**src/rtl/core/ssmm_pkg.sv**
```systemverilog
// Shared types and constants for the soft-switch memory manager.
// No dependencies; used by the top level and the testbench.
`default_nettype none

package ssmm_pkg;

  // Item modes
  localparam logic [2:0] MODE_READ  = 3'd0;
  localparam logic [2:0] MODE_WRITE = 3'd1;
  localparam logic [2:0] MODE_RESET = 3'd2;
  localparam logic [2:0] MODE_HIRES = 3'd3;
  localparam logic [2:0] MODE_PAGE2 = 3'd4;

  // Address decode constants
  localparam logic [15:0] LC_MASK     = 16'hFFF0;
  localparam logic [15:0] LC_BASE     = 16'hC080;
  localparam logic [15:0] SW_BASE     = 16'hC000;
  localparam logic [11:0] STAT_PAGE   = 12'hC01;
  localparam logic [7:0]  C3_PAGE     = 8'hC3;
  localparam logic [3:0]  CX_NIBBLE   = 4'hC;
  localparam logic [15:0] C8_OFF_ADDR = 16'hCFFF;
  localparam logic [6:0]  KBD_MASK    = 7'h7F;

  // Status register select (low address nibble of C011-C01F)
  localparam logic [3:0] ST_BANK2   = 4'h1;
  localparam logic [3:0] ST_HRAMRD  = 4'h2;
  localparam logic [3:0] ST_AUXRD   = 4'h3;
  localparam logic [3:0] ST_AUXWR   = 4'h4;
  localparam logic [3:0] ST_CXROM   = 4'h5;
  localparam logic [3:0] ST_ALTZP   = 4'h6;
  localparam logic [3:0] ST_SLOTC3  = 4'h7;
  localparam logic [3:0] ST_80STORE = 4'h8;
  localparam logic [3:0] ST_VBL     = 4'h9;
  localparam logic [3:0] ST_TEXT    = 4'hA;
  localparam logic [3:0] ST_MIXED   = 4'hB;
  localparam logic [3:0] ST_PAGE2   = 4'hC;
  localparam logic [3:0] ST_HIRES   = 4'hD;
  localparam logic [3:0] ST_ALTCHAR = 4'hE;

  // Soft switch select (address bits 3:1 of C000-C00F writes)
  localparam logic [2:0] SW_80STORE = 3'd0;
  localparam logic [2:0] SW_AUXRD   = 3'd1;
  localparam logic [2:0] SW_AUXWR   = 3'd2;
  localparam logic [2:0] SW_CXROM   = 3'd3;
  localparam logic [2:0] SW_ALTZP   = 3'd4;
  localparam logic [2:0] SW_SLOTC3  = 3'd5;

  typedef struct packed {
    logic [2:0]  mode;
    logic [15:0] address;
    logic        flag_value;
    logic [7:0]  keyboard_data;
    logic [7:0]  rom_data;
    logic [7:0]  floating_data;
    logic        video_text;
    logic        video_mixed;
    logic        video_altchar;
    logic        video_col80;
    logic        video_vbl;
  } item_t;

  typedef struct packed {
    logic [7:0] read_data;
    logic       hram_read_on;
    logic       hram_write_on;
    logic       bank_one;
    logic       aux_zero_page;
    logic [4:0] aux_read_map;
    logic [4:0] aux_write_map;
    logic [3:0] cxxx_read_map;
    logic [3:0] cxxx_write_map;
    logic       store80_on;
    logic       slot_cfff_read;
  } result_t;

  typedef struct packed {
    logic bank_one;
    logic hram_read;
    logic pre_write;
    logic hram_write;
    logic aux_read;
    logic aux_write;
    logic store80;
    logic cx_rom;
    logic alt_zp;
    logic slot_c3;
    logic c8_rom;
    logic hires;
    logic page2;
  } flags_t;

  // Aux region map: 04-07 follows page2 under 80STORE, 20-3F also needs hires
  function automatic logic [4:0] region_map(input logic base, input flags_t f);
    logic r47;
    logic r2f;
    r47 = f.store80 ? f.page2 : base;
    r2f = (f.store80 && f.hires) ? f.page2 : base;
    return {base, r2f, base, r47, base};
  endfunction

endpackage

`default_nettype wire

```
**src/rtl/core/ssmm_if.sv**
```systemverilog
// Valid/ready channel interfaces for the soft-switch memory manager.
// Depends on nothing; field names follow the item and result layouts.
`default_nettype none

interface ssmm_in_if;
  logic        valid;
  logic        ready;
  logic [2:0]  mode;
  logic [15:0] address;
  logic        flag_value;
  logic [7:0]  keyboard_data;
  logic [7:0]  rom_data;
  logic [7:0]  floating_data;
  logic        video_text;
  logic        video_mixed;
  logic        video_altchar;
  logic        video_col80;
  logic        video_vbl;

  modport source (
    output valid, mode, address, flag_value, keyboard_data, rom_data, floating_data,
           video_text, video_mixed, video_altchar, video_col80, video_vbl,
    input  ready
  );
  modport sink (
    input  valid, mode, address, flag_value, keyboard_data, rom_data, floating_data,
           video_text, video_mixed, video_altchar, video_col80, video_vbl,
    output ready
  );
endinterface

interface ssmm_out_if;
  logic       valid;
  logic       ready;
  logic [7:0] read_data;
  logic       hram_read_on;
  logic       hram_write_on;
  logic       bank_one;
  logic       aux_zero_page;
  logic [4:0] aux_read_map;
  logic [4:0] aux_write_map;
  logic [3:0] cxxx_read_map;
  logic [3:0] cxxx_write_map;
  logic       store80_on;
  logic       slot_cfff_read;

  modport source (
    output valid, read_data, hram_read_on, hram_write_on, bank_one, aux_zero_page,
           aux_read_map, aux_write_map, cxxx_read_map, cxxx_write_map, store80_on,
           slot_cfff_read,
    input  ready
  );
  modport sink (
    input  valid, read_data, hram_read_on, hram_write_on, bank_one, aux_zero_page,
           aux_read_map, aux_write_map, cxxx_read_map, cxxx_write_map, store80_on,
           slot_cfff_read,
    output ready
  );
endinterface

`default_nettype wire

```
**src/rtl/core/softswitch_memory_manager.sv**
```systemverilog
// Soft-switch memory manager with language-card banking.
// An accepted beat passes through the input register and then the result register.
// Throughput: one beat per cycle unless a held result stalls it; the decode and switch update sit in
// one register-to-register stage, and each beat sees the switch state left by the beat before it.
// Reset: rst_ni clears all switches, hires and page2 copies, and both valid flags.
// Depends on ssmm_pkg and the ssmm_in_if / ssmm_out_if interfaces.
`default_nettype none

module softswitch_memory_manager (
  input  wire        clk_i,
  input  wire        rst_ni,
  ssmm_in_if.sink    in_i,
  ssmm_out_if.source out_o
);

  ssmm_pkg::item_t   item_q;
  logic              item_valid_q;
  ssmm_pkg::result_t res_q;
  ssmm_pkg::result_t res_d;
  logic              res_valid_q;
  ssmm_pkg::flags_t  flag_q;
  ssmm_pkg::flags_t  flag_d;
  logic              advance;
  logic              in_ready;

  assign advance  = !res_valid_q || out_o.ready;
  assign in_ready = !item_valid_q || advance;
  assign in_i.ready = in_ready;

  // Input register
  always_ff @(posedge clk_i or negedge rst_ni) begin
    if (!rst_ni) begin
      item_valid_q <= 1'b0;
    end else if (in_ready) begin
      item_valid_q <= in_i.valid;
    end
  end

  always_ff @(posedge clk_i) begin
    if (in_ready && in_i.valid) begin
      item_q.mode          <= in_i.mode;
      item_q.address       <= in_i.address;
      item_q.flag_value    <= in_i.flag_value;
      item_q.keyboard_data <= in_i.keyboard_data;
      item_q.rom_data      <= in_i.rom_data;
      item_q.floating_data <= in_i.floating_data;
      item_q.video_text    <= in_i.video_text;
      item_q.video_mixed   <= in_i.video_mixed;
      item_q.video_altchar <= in_i.video_altchar;
      item_q.video_col80   <= in_i.video_col80;
      item_q.video_vbl     <= in_i.video_vbl;
    end
  end

  // Switch update and result decode
  always_comb begin
    logic [15:0] a;
    logic        lc_hit;
    logic        stat_hit;
    logic        cx_hit;
    logic        c3_hit;
    logic        stat_bit;
    logic        cx;
    logic        c3;
    logic        c8;

    a        = item_q.address;
    flag_d   = flag_q;
    res_d    = '0;
    lc_hit   = (a & ssmm_pkg::LC_MASK) == ssmm_pkg::LC_BASE;
    stat_hit = (a[15:4] == ssmm_pkg::STAT_PAGE) && (a[3:0] != 4'h0);
    cx_hit   = (a[15:12] == ssmm_pkg::CX_NIBBLE) && (a[11:8] != 4'h0);
    c3_hit   = a[15:8] == ssmm_pkg::C3_PAGE;

    case (a[3:0])
      ssmm_pkg::ST_BANK2:   stat_bit = !flag_q.bank_one;
      ssmm_pkg::ST_HRAMRD:  stat_bit = flag_q.hram_read;
      ssmm_pkg::ST_AUXRD:   stat_bit = flag_q.aux_read;
      ssmm_pkg::ST_AUXWR:   stat_bit = flag_q.aux_write;
      ssmm_pkg::ST_CXROM:   stat_bit = flag_q.cx_rom;
      ssmm_pkg::ST_ALTZP:   stat_bit = flag_q.alt_zp;
      ssmm_pkg::ST_SLOTC3:  stat_bit = flag_q.slot_c3;
      ssmm_pkg::ST_80STORE: stat_bit = flag_q.store80;
      ssmm_pkg::ST_VBL:     stat_bit = !item_q.video_vbl;
      ssmm_pkg::ST_TEXT:    stat_bit = item_q.video_text;
      ssmm_pkg::ST_MIXED:   stat_bit = item_q.video_mixed;
      ssmm_pkg::ST_PAGE2:   stat_bit = flag_q.page2;
      ssmm_pkg::ST_HIRES:   stat_bit = flag_q.hires;
      ssmm_pkg::ST_ALTCHAR: stat_bit = item_q.video_altchar;
      default:              stat_bit = item_q.video_col80;
    endcase

    case (item_q.mode)
      ssmm_pkg::MODE_READ: begin
        if (lc_hit) begin
          if (!a[0]) begin
            flag_d.hram_write = 1'b0;
          end else if (flag_q.pre_write) begin
            flag_d.hram_write = 1'b1;
          end
          flag_d.pre_write = a[0];
          flag_d.hram_read = !(a[1] ^ a[0]);
          flag_d.bank_one  = a[3];
          res_d.read_data  = item_q.floating_data;
        end else if (stat_hit) begin
          res_d.read_data = {stat_bit, item_q.keyboard_data[6:0] & ssmm_pkg::KBD_MASK};
        end else if (cx_hit) begin
          if (c3_hit) begin
            if (!flag_q.slot_c3) begin
              flag_d.c8_rom = 1'b1;
            end
          end else if (a == ssmm_pkg::C8_OFF_ADDR && flag_q.c8_rom) begin
            // Disarm; forward to the slot bus when slot ROM is mapped
            flag_d.c8_rom        = 1'b0;
            res_d.slot_cfff_read = !flag_q.cx_rom;
          end
          res_d.read_data = item_q.rom_data;
        end else begin
          res_d.read_data = item_q.floating_data;
        end
      end
      ssmm_pkg::MODE_WRITE: begin
        if (lc_hit) begin
          if (!a[0]) begin
            flag_d.hram_write = 1'b0;
          end
          flag_d.pre_write = 1'b0;
          flag_d.hram_read = !(a[1] ^ a[0]);
          flag_d.bank_one  = a[3];
        end else if ((a & ssmm_pkg::LC_MASK) == ssmm_pkg::SW_BASE) begin
          case (a[3:1])
            ssmm_pkg::SW_80STORE: flag_d.store80   = a[0];
            ssmm_pkg::SW_AUXRD:   flag_d.aux_read  = a[0];
            ssmm_pkg::SW_AUXWR:   flag_d.aux_write = a[0];
            ssmm_pkg::SW_CXROM:   flag_d.cx_rom    = a[0];
            ssmm_pkg::SW_ALTZP:   flag_d.alt_zp    = a[0];
            ssmm_pkg::SW_SLOTC3:  flag_d.slot_c3   = a[0];
            default: ;
          endcase
        end else if (c3_hit) begin
          if (!flag_q.slot_c3) begin
            flag_d.c8_rom = 1'b1;
          end
        end else if (a == ssmm_pkg::C8_OFF_ADDR) begin
          flag_d.c8_rom = 1'b0;
        end
      end
      ssmm_pkg::MODE_RESET: begin
        // Clear switches; hires and page2 copies hold
        flag_d       = '0;
        flag_d.hires = flag_q.hires;
        flag_d.page2 = flag_q.page2;
      end
      ssmm_pkg::MODE_HIRES: flag_d.hires = item_q.flag_value;
      ssmm_pkg::MODE_PAGE2: flag_d.page2 = item_q.flag_value;
      default: ;
    endcase

    cx = flag_d.cx_rom;
    c3 = cx | !flag_d.slot_c3;
    c8 = cx | flag_d.c8_rom;

    res_d.hram_read_on   = flag_d.hram_read;
    res_d.hram_write_on  = flag_d.hram_write;
    res_d.bank_one       = flag_d.bank_one;
    res_d.aux_zero_page  = flag_d.alt_zp;
    res_d.aux_read_map   = ssmm_pkg::region_map(flag_d.aux_read, flag_d);
    res_d.aux_write_map  = ssmm_pkg::region_map(flag_d.aux_write, flag_d);
    res_d.cxxx_read_map  = {c8, cx, c3, cx};
    res_d.cxxx_write_map = {c8, 1'b0, c3, 1'b0};
    res_d.store80_on     = flag_d.store80;
  end

  // Switch state and result register
  always_ff @(posedge clk_i or negedge rst_ni) begin
    if (!rst_ni) begin
      flag_q      <= '0;
      res_valid_q <= 1'b0;
    end else if (advance) begin
      res_valid_q <= item_valid_q;
      if (item_valid_q) begin
        flag_q <= flag_d;
      end
    end
  end

  always_ff @(posedge clk_i) begin
    if (advance && item_valid_q) begin
      res_q <= res_d;
    end
  end

  assign out_o.valid          = res_valid_q;
  assign out_o.read_data      = res_q.read_data;
  assign out_o.hram_read_on   = res_q.hram_read_on;
  assign out_o.hram_write_on  = res_q.hram_write_on;
  assign out_o.bank_one       = res_q.bank_one;
  assign out_o.aux_zero_page  = res_q.aux_zero_page;
  assign out_o.aux_read_map   = res_q.aux_read_map;
  assign out_o.aux_write_map  = res_q.aux_write_map;
  assign out_o.cxxx_read_map  = res_q.cxxx_read_map;
  assign out_o.cxxx_write_map = res_q.cxxx_write_map;
  assign out_o.store80_on     = res_q.store80_on;
  assign out_o.slot_cfff_read = res_q.slot_cfff_read;

`ifndef SYNTHESIS
  // Input stalls only behind a held result
  a_stall_cause: assert property (@(posedge clk_i) disable iff (!rst_ni)
    !in_ready |-> (res_valid_q && !out_o.ready && item_valid_q))
    else $error("input stalled without a held result");

  // A reset beat leaves bank_one, hram_write, store80, c8_rom and slot_c3 cleared
  a_reset_clears: assert property (@(posedge clk_i) disable iff (!rst_ni)
    (advance && item_valid_q && item_q.mode == ssmm_pkg::MODE_RESET) |=>
      (flag_q.bank_one == 1'b0 && flag_q.hram_write == 1'b0 && flag_q.store80 == 1'b0 &&
       flag_q.c8_rom == 1'b0 && flag_q.slot_c3 == 1'b0))
    else $error("reset beat left a switch set");

  // A forwarded CFFF read always leaves C800 mapped to the slot
  a_cfff_unmaps: assert property (@(posedge clk_i) disable iff (!rst_ni)
    (res_valid_q && res_q.slot_cfff_read) |-> !res_q.cxxx_read_map[3])
    else $error("CFFF forward with internal C800 still mapped");

  // A held result keeps the switch state frozen
  a_hold_state: assert property (@(posedge clk_i) disable iff (!rst_ni)
    !advance |=> $stable(flag_q))
    else $error("switch state moved during a stall");
`endif

endmodule

`default_nettype wire

```
**src/flat_wrapper.sv**
```systemverilog
// flat-port wrapper written by rule: the top's interface ports become plain ports
module softswitch_memory_manager_flat 
  (clk_i, rst_ni, in_i_valid, in_i_mode, in_i_address, in_i_flag_value, in_i_keyboard_data, in_i_rom_data, in_i_floating_data, in_i_video_text, in_i_video_mixed, in_i_video_altchar, in_i_video_col80, in_i_video_vbl, in_i_ready, out_o_valid, out_o_read_data, out_o_hram_read_on, out_o_hram_write_on, out_o_bank_one, out_o_aux_zero_page, out_o_aux_read_map, out_o_aux_write_map, out_o_cxxx_read_map, out_o_cxxx_write_map, out_o_store80_on, out_o_slot_cfff_read, out_o_ready);
  ssmm_in_if in_i_i ();
  ssmm_out_if out_o_i ();
  input  wire clk_i;
  input  wire rst_ni;
  input wire logic [$bits(in_i_i.valid)-1:0] in_i_valid;
  input wire logic [$bits(in_i_i.mode)-1:0] in_i_mode;
  input wire logic [$bits(in_i_i.address)-1:0] in_i_address;
  input wire logic [$bits(in_i_i.flag_value)-1:0] in_i_flag_value;
  input wire logic [$bits(in_i_i.keyboard_data)-1:0] in_i_keyboard_data;
  input wire logic [$bits(in_i_i.rom_data)-1:0] in_i_rom_data;
  input wire logic [$bits(in_i_i.floating_data)-1:0] in_i_floating_data;
  input wire logic [$bits(in_i_i.video_text)-1:0] in_i_video_text;
  input wire logic [$bits(in_i_i.video_mixed)-1:0] in_i_video_mixed;
  input wire logic [$bits(in_i_i.video_altchar)-1:0] in_i_video_altchar;
  input wire logic [$bits(in_i_i.video_col80)-1:0] in_i_video_col80;
  input wire logic [$bits(in_i_i.video_vbl)-1:0] in_i_video_vbl;
  output wire logic [$bits(in_i_i.ready)-1:0] in_i_ready;
  output wire logic [$bits(out_o_i.valid)-1:0] out_o_valid;
  output wire logic [$bits(out_o_i.read_data)-1:0] out_o_read_data;
  output wire logic [$bits(out_o_i.hram_read_on)-1:0] out_o_hram_read_on;
  output wire logic [$bits(out_o_i.hram_write_on)-1:0] out_o_hram_write_on;
  output wire logic [$bits(out_o_i.bank_one)-1:0] out_o_bank_one;
  output wire logic [$bits(out_o_i.aux_zero_page)-1:0] out_o_aux_zero_page;
  output wire logic [$bits(out_o_i.aux_read_map)-1:0] out_o_aux_read_map;
  output wire logic [$bits(out_o_i.aux_write_map)-1:0] out_o_aux_write_map;
  output wire logic [$bits(out_o_i.cxxx_read_map)-1:0] out_o_cxxx_read_map;
  output wire logic [$bits(out_o_i.cxxx_write_map)-1:0] out_o_cxxx_write_map;
  output wire logic [$bits(out_o_i.store80_on)-1:0] out_o_store80_on;
  output wire logic [$bits(out_o_i.slot_cfff_read)-1:0] out_o_slot_cfff_read;
  input wire logic [$bits(out_o_i.ready)-1:0] out_o_ready;
  assign in_i_i.valid = in_i_valid;
  assign in_i_i.mode = in_i_mode;
  assign in_i_i.address = in_i_address;
  assign in_i_i.flag_value = in_i_flag_value;
  assign in_i_i.keyboard_data = in_i_keyboard_data;
  assign in_i_i.rom_data = in_i_rom_data;
  assign in_i_i.floating_data = in_i_floating_data;
  assign in_i_i.video_text = in_i_video_text;
  assign in_i_i.video_mixed = in_i_video_mixed;
  assign in_i_i.video_altchar = in_i_video_altchar;
  assign in_i_i.video_col80 = in_i_video_col80;
  assign in_i_i.video_vbl = in_i_video_vbl;
  assign in_i_ready = in_i_i.ready;
  assign out_o_valid = out_o_i.valid;
  assign out_o_read_data = out_o_i.read_data;
  assign out_o_hram_read_on = out_o_i.hram_read_on;
  assign out_o_hram_write_on = out_o_i.hram_write_on;
  assign out_o_bank_one = out_o_i.bank_one;
  assign out_o_aux_zero_page = out_o_i.aux_zero_page;
  assign out_o_aux_read_map = out_o_i.aux_read_map;
  assign out_o_aux_write_map = out_o_i.aux_write_map;
  assign out_o_cxxx_read_map = out_o_i.cxxx_read_map;
  assign out_o_cxxx_write_map = out_o_i.cxxx_write_map;
  assign out_o_store80_on = out_o_i.store80_on;
  assign out_o_slot_cfff_read = out_o_i.slot_cfff_read;
  assign out_o_i.ready = out_o_ready;
  softswitch_memory_manager u_core (.clk_i(clk_i), .rst_ni(rst_ni), .in_i(in_i_i), .out_o(out_o_i));
endmodule
```
**config.mk**
```make
export PLATFORM = sky130hd
export DESIGN_NAME = softswitch_memory_manager_flat
export DESIGN_NICKNAME = d
export VERILOG_FILES = /design/src/rtl/core/ssmm_pkg.sv /design/src/rtl/core/ssmm_if.sv /design/src/rtl/core/softswitch_memory_manager.sv /design/src/flat_wrapper.sv
export SDC_FILE = /design/constraint.sdc
export NUM_CORES = 1
export LEC_CHECK = 0
export CORE_MARGIN = 4
export CORE_UTILIZATION = 57
export DETAILED_ROUTE_END_ITERATION = 10
export DONT_BUFFER_PORTS = 1
export GPL_TIMING_DRIVEN = 0
export PLACE_DENSITY = 0.85
export SYNTH_ARGS = -nofsm -noshare
export SYNTH_HDL_FRONTEND = slang
export SYNTH_SLANG_ARGS = --single-unit
```
**constraint.sdc**
```tcl
create_clock -name clk_i -period 1.9 [get_ports clk_i]
set_input_delay 0.095 -clock clk_i [delete_from_list [all_inputs] [get_ports clk_i]]
set_output_delay 0.095 -clock clk_i [all_outputs]
set_load 0.02 [all_outputs]
```
# Yosys cells after proc, flatten, opt, wreduce, memory -nomap -nowiden
# Index checks and enable logic that the tools add are counted.
totals:
  regBits: 93
  elab_cells: 132
op_classes:
  n_eq_ne: 31
  mux: 35
  bitwise: 6
  reduce_logical: 23
op_table:
  columns: ["op", "count"]
  rows:
  - ["$eq A12 B12 Y1 const B", 3]
  - ["$eq A4 B4 Y1 const B", 8]
  - ["$mux W1", 24]
  - ["$mux W8", 3]
  - ["$eq A16 B16 Y1 const B", 1]
  - ["$eq A4 B3 Y1 const B", 4]
  - ["$pmux W1 S14", 1]
  - ["$eq A3 B2 Y1 const B", 4]
  - ["$pmux W4 S3", 1]
  - ["$pmux W6 S2", 1]
  - ["$eq A3 B3 Y1 const B", 3]
  - ["$eq A4 B2 Y1 const B", 2]
  - ["$eq A8 B8 Y1 const B", 1]
  - ["$mux W4", 2]
  - ["$reduce_bool A4 Y1", 2]
  - ["$logic_not A1 Y1", 7]
  - ["$mux W7", 1]
  - ["$eq A3 B1 Y1 const B", 2]
  - ["$logic_and A1 B1 Y1", 6]
  - ["$logic_not A3 Y1", 2]
  - ["$mux W6", 1]
  - ["$reduce_or A6 Y1", 1]
  - ["$reduce_and A5 Y1", 1]
  - ["$eq A4 B1 Y1 const B", 1]
  - ["other kinds (8)", 13]

# Logic depth before layout (Yosys ltp)
logic_depth:
  ltp_word: 9
  ltp_mapped: 7
  depth_no_buf: 7

# Worst setup path before layout
# OpenSTA, ideal clock, no wires.
synth_path:
  kind: "register -> register"
  start: "reg u_core.res_valid_q (netlist: u_core.out_o.valid)"
  end: "reg u_core.item_q[0] in the netlist's numbering, enable pin"
  setup_ns: 0.410
  arrival_time_ns: 1.924
  required_ns: 1.490
  path_slack_ns: -0.434
  stages_incl_launch_ff: 3
  path_buffers: 0
  synth_period_minus_slack_ns: 2.334
  path_cell_list: "dfrtp_1 -> nand3b_1 -> and2_1"
synth_via:
  elab_chain_len: 4
synth_rtl:
  columns: ["element", "line", "text"]
  rows:
  - ["start, declared", "softswitch_memory_manager.sv:20", "logic res_valid_q;"]
  - ["start signal, assigned", "softswitch_memory_manager.sv:180", "res_valid_q <= item_valid_q;"]
  - ["$logic_not A1 Y1", "softswitch_memory_manager.sv:26", "assign advance = !res_valid_q || out_o.ready;"]
  - ["$logic_or A1 B1 Y1", "softswitch_memory_manager.sv:26", null]
  - ["$logic_or A1 B1 Y1", "softswitch_memory_manager.sv:27", "assign in_ready = !item_valid_q || advance;"]
  - ["net in_i_ready", "flat_wrapper.sv:20", "output wire logic [$bits(in_i_i.ready)-1:0] in_i_ready;"]
  - ["$logic_and A1 B1 Y1", "softswitch_memory_manager.sv:40", "if (in_ready && in_i.valid) begin"]
  - ["end, declared", "softswitch_memory_manager.sv:16", "ssmm_pkg::item_t item_q;"]
# The timed path passes the listed nets, and every way through them passes these cells.
# A chain may end at the register's enable or synchronous reset.

==> tab_implementation.tex <==
\begin{tabular}{lr}
\hline
Metric & Value \\
\hline
\multicolumn{2}{l}{\textbf{Run status}} \\
\quad Outcome & complete, but fails checks \\
\quad Failing checks & negative setup slack \\
\multicolumn{2}{l}{\textbf{Die}} \\
\quad Chip height & 90.0 um \\
\quad Cell row count & 29 \\
\quad Starting Density & 0.597 \\
\quad Die X-Extent & 90.0 um \\
\quad Number of top-level pins & 87 \\
\quad DIE AREA & 8100 um\^{}2 \\
\quad Placeable core region & 6420 um\^{}2 \\
\multicolumn{2}{l}{\textbf{Place}} \\
\quad Placer's final routability congestion estimate & 0.946 \\
\quad DP Cell Count & 373 \\
\quad HPWL reported at the end of detailed placement & 5330 um \\
\quad Worst slack at placement & -0.443 ns \\
\quad Count of port buffers added during placement & 0 \\
\multicolumn{2}{l}{\textbf{Yosys}} \\
\quad Fraction of registers with async set/reset & 0.174 \\
\quad Synthesized instance count & 295 \\
\quad Synth unique cells & 57 \\
\quad Number of synthesized flops with an enable pin & slightly above 70 \\
\quad Part of the Yosys area used for sequential elements & 0.654 \\
\quad Syn Std Cell Area & approximately 3800 um\^{}2 \\
\quad Average size of a mapped cell & 13.0 um\^{}2 \\
\quad Total number of yosys warnings & 0 \\
\quad Flop and latch count out of synthesis & 86 \\
\quad Dominant synthesized flop cell & sky130\_fd\_sc\_hd\_\_edfxtp\_1 \\
\multicolumn{2}{l}{\textbf{Timing}} \\
\quad Final worst setup slack & -0.335 ns \\
\quad Relative slew slack & 0.484 \\
\quad Worst-case clock skew & 0.0183 ns \\
\quad Final Max Tran Viols & 0 \\
\quad Worst-Margin Slew & 0.772 ns \\
\quad RSZ-0062 raised after global routing & yes \\
\quad Hold violation total from the final report & 0 \\
\quad Min cycle time layout & around 2.2 ns \\
\quad Final setup fails & 30 \\
\quad Share of the clock period used by the worst path after layout & 1.18 \\
\quad Top achievable clock speed & 447 MHz \\
\quad Aggregate negative setup slack & -4.55 ns \\
\multicolumn{2}{l}{\textbf{Setup path}} \\
\quad Data required, critical path & slightly above 2 ns \\
\quad Ordered list of cells on the worst path & nor4\_4 -> buf\_6 -> buf\_4 -> nand3\_4 -> or3\_4 -> or2\_0 -> a31o\_1 \\
\quad Worst Setup Path Type & flip-flop to flip-flop \\
\quad Startpoint Class & flip-flop \\
\quad Worst Path Buf+Inv & 2 \\
\quad Kind of cell with the highest combined delay on the critical path & simple AND/OR/NAND/NOR gates \\
\quad Worst EP arrival & 2.36 ns \\
\quad Master of the slowest instance on the critical path & sky130\_fd\_sc\_hd\_\_edfxtp\_1 \\
\quad Biggest fanout along the worst timing path & 6 \\
\quad Biggest cell delay along the critical path & roughly 0.48 ns \\
\quad Kind of end point of the critical path & flip-flop \\
\multicolumn{2}{l}{\textbf{CTS}} \\
\quad Number of clock buffers inserted by TritonCTS & 9 \\
\quad CTS HTree Levels & 3 \\
\quad Maximum clock insertion buffer count & 2 \\
\quad Clk slew on worst S/H paths & 0.10 ns \\
\quad Library cell used as clock root buffer & sky130\_fd\_sc\_hd\_\_clkbuf\_8 \\
\quad TritonCTS clock tree & done \\
\quad Sink count of the clock tree & 86 \\
\quad Worst skew pair latency & between 0.3 and 0.4 ns \\
\multicolumn{2}{l}{\textbf{Routing}} \\
\quad Detailed-routing iteration count for the pre-antenna-repair pass & 6 \\
\quad Wire length per cell & 25.6 um \\
\quad Drc violations & 0 \\
\quad DR vias/cell & 6.87 \\
\quad Vias after detailed routing & 3216 \\
\quad Routed Antenna Nets & 0 \\
\quad Starting DRT DRC Count & 645 \\
\quad DRT Wirelength & $\sim$12000 um \\
\multicolumn{2}{l}{\textbf{Global routing}} \\
\quad GRT met2 Usage & 0.410 \\
\quad Gr usage total & 0.252 \\
\quad First-pass GRT wire length & 15900 um \\
\quad M3 GR Usage & 0.0618 \\
\quad Initial antenna violation count & 0 \\
\quad Global route overflow & 0 \\
\quad Number of global-route vias before repair & 2842 \\
\quad Met1 GRT Util & 0.319 \\
\quad Pin count of the biggest net entering global routing & 49 \\
\quad Most used routing layer & met2 \\
\multicolumn{2}{l}{\textbf{Layout}} \\
\quad Most common cell after layout, fill and taps aside & sky130\_fd\_sc\_hd\_\_edfxtp\_1 \\
\quad Final core occ & 0.796 \\
\quad Number of antenna repair diodes & 0 \\
\quad Count of placed standard cells in the final layout, fillers left out & 468 \\
\quad Synthesis-to-finish area growth & 33.4\% \\
\quad Net count of the finished layout & 443 \\
\quad Layout cells sized above 1 & 0.271 \\
\quad Most frequent cells in the layout & sky130\_fd\_sc\_hd\_\_edfxtp\_1, sky130\_fd\_sc\_hd\_\_dlygate4sd3\_1, sky130\_fd\_sc\_hd\_\_nand2\_1 \\
\multicolumn{2}{l}{\textbf{Power and ir drop}} \\
\quad Maximum ir drop on the vdd rail & approximately 850 uV \\
\quad Leak & approximately 1.9 nW \\
\quad Overall power after layout & 4.08 mW \\
\quad Pwr/cell area & 798 nW/um\^{}2 \\
\multicolumn{2}{l}{\textbf{Min path}} \\
\quad Min-delay worst type & input pin to flip-flop \\
\multicolumn{2}{l}{\textbf{Run}} \\
\quad MaxCap Viol Count & 0 \\
\hline
\end{tabular}
## kinds of logic after synthesis
group           share of synthesized area
mux                                0.0405
fa+ha+maj                          0.0131
simple gates                        0.141
buf+inv                            0.0349
xor+xnor                          0.00229
flops                               0.654
compound gates                      0.113
other cells                      0.000978
## cell usage after synthesis, drive strengths merged, types with 3 or more instances
master	number	area, um^2
mux2i	11	110
clkbuf	5	20.0
nor2	13	51.3
nor3	7	35.0
mux2	4	45.0
nand3b	3	22.5
nor2b	4	25.0
o21ai	14	70.1
dfrtp	15	375
nand4	4	25.0
nand2	35	131
edfxtp	71	2130
nor4	3	33.8
and3	5	33.8
buf	11	80.1
ha	4	50.1
a21oi	14	73.8
a22o	4	35.0
inv	9	33.8
a22oi	8	60.1
nand2b	7	43.8
nand3	5	30.0
## final timing paths
check                      slack [ns]                       endpoint           startpoint  cells past startpoint
setup / recovery                -0.34  u_core.out_o.cxxx_read_map[1]    u_core.item_q[39]                      7
min in group asynchronous        0.23             u_core.out_o.valid               rst_ni                      1
hold / removal                   0.13            u_core.item_valid_q          out_o_ready                      2
setup reg to reg                -0.34  u_core.out_o.cxxx_read_map[1]    u_core.item_q[39]                      7
max in group asynchronous        1.18               u_core.flag_q[3]               rst_ni                      1
hold reg to reg                  0.55             u_core.out_o.valid  u_core.item_valid_q                      1
## final cells by class
class                           count  area [um^2]
Timing Repair Buffer               78          736
Clock buffer                        9          124
Sequential cell                    86         2510
Clock inverter                      7         61.3
Tap cell                           77         96.3
Multi-Input combinational cell    185         1430
Timing Repair inverter              1         7.51
Buffer                             16          119
Fill cell                         286         1310
Inverter                            9         37.5
## report_power, final
part	switching (mW)	internal, mW
Sequential	0.133	2.19
Clock	0.773	0.503
Combinational	0.285	0.198
## through the flow
step	cell area (um^2)	hold slack [ns]
floorplan	3850	-0.201
global placement	3950	-0.200
detailed placement	3950	-0.200
CTS	4880	0.109
global route	5110	0.117
finish	5110	0.128
## routing by layer
layer	wire (um)	vias up
met5	0	-
li1	-	1293
met2	5700	328
met3	1350	72
met1	4300	1523
met4	632	0
## state kept, by name, indices dropped and copies added, names as in the netlist
signal,count
u_core.out_o.store80_on,1
u_core.out_o.aux_zero_page,1
u_core.out_o.read_data,8
u_core.out_o.bank_one,1
u_core.out_o.hram_write_on,1
u_core.out_o.hram_read_on,1
u_core.out_o.aux_read_map,3
u_core.out_o.aux_write_map,3
u_core.item_valid_q,1
u_core.out_o.valid,1
u_core.out_o.slot_cfff_read,1
u_core.flag_q,13
u_core.item_q,48
u_core.out_o.cxxx_read_map,3
## what timing repair did
action	CTS	global route
gates resized for setup	28	40
hold endpoints to repair	65	0
hold buffers	51	0
setup endpoints to repair	103	56
pin swaps	6	14
gates cloned	2	0
setup buffers	14	12
Note: power is estimated with default switching activity, not from simulation.
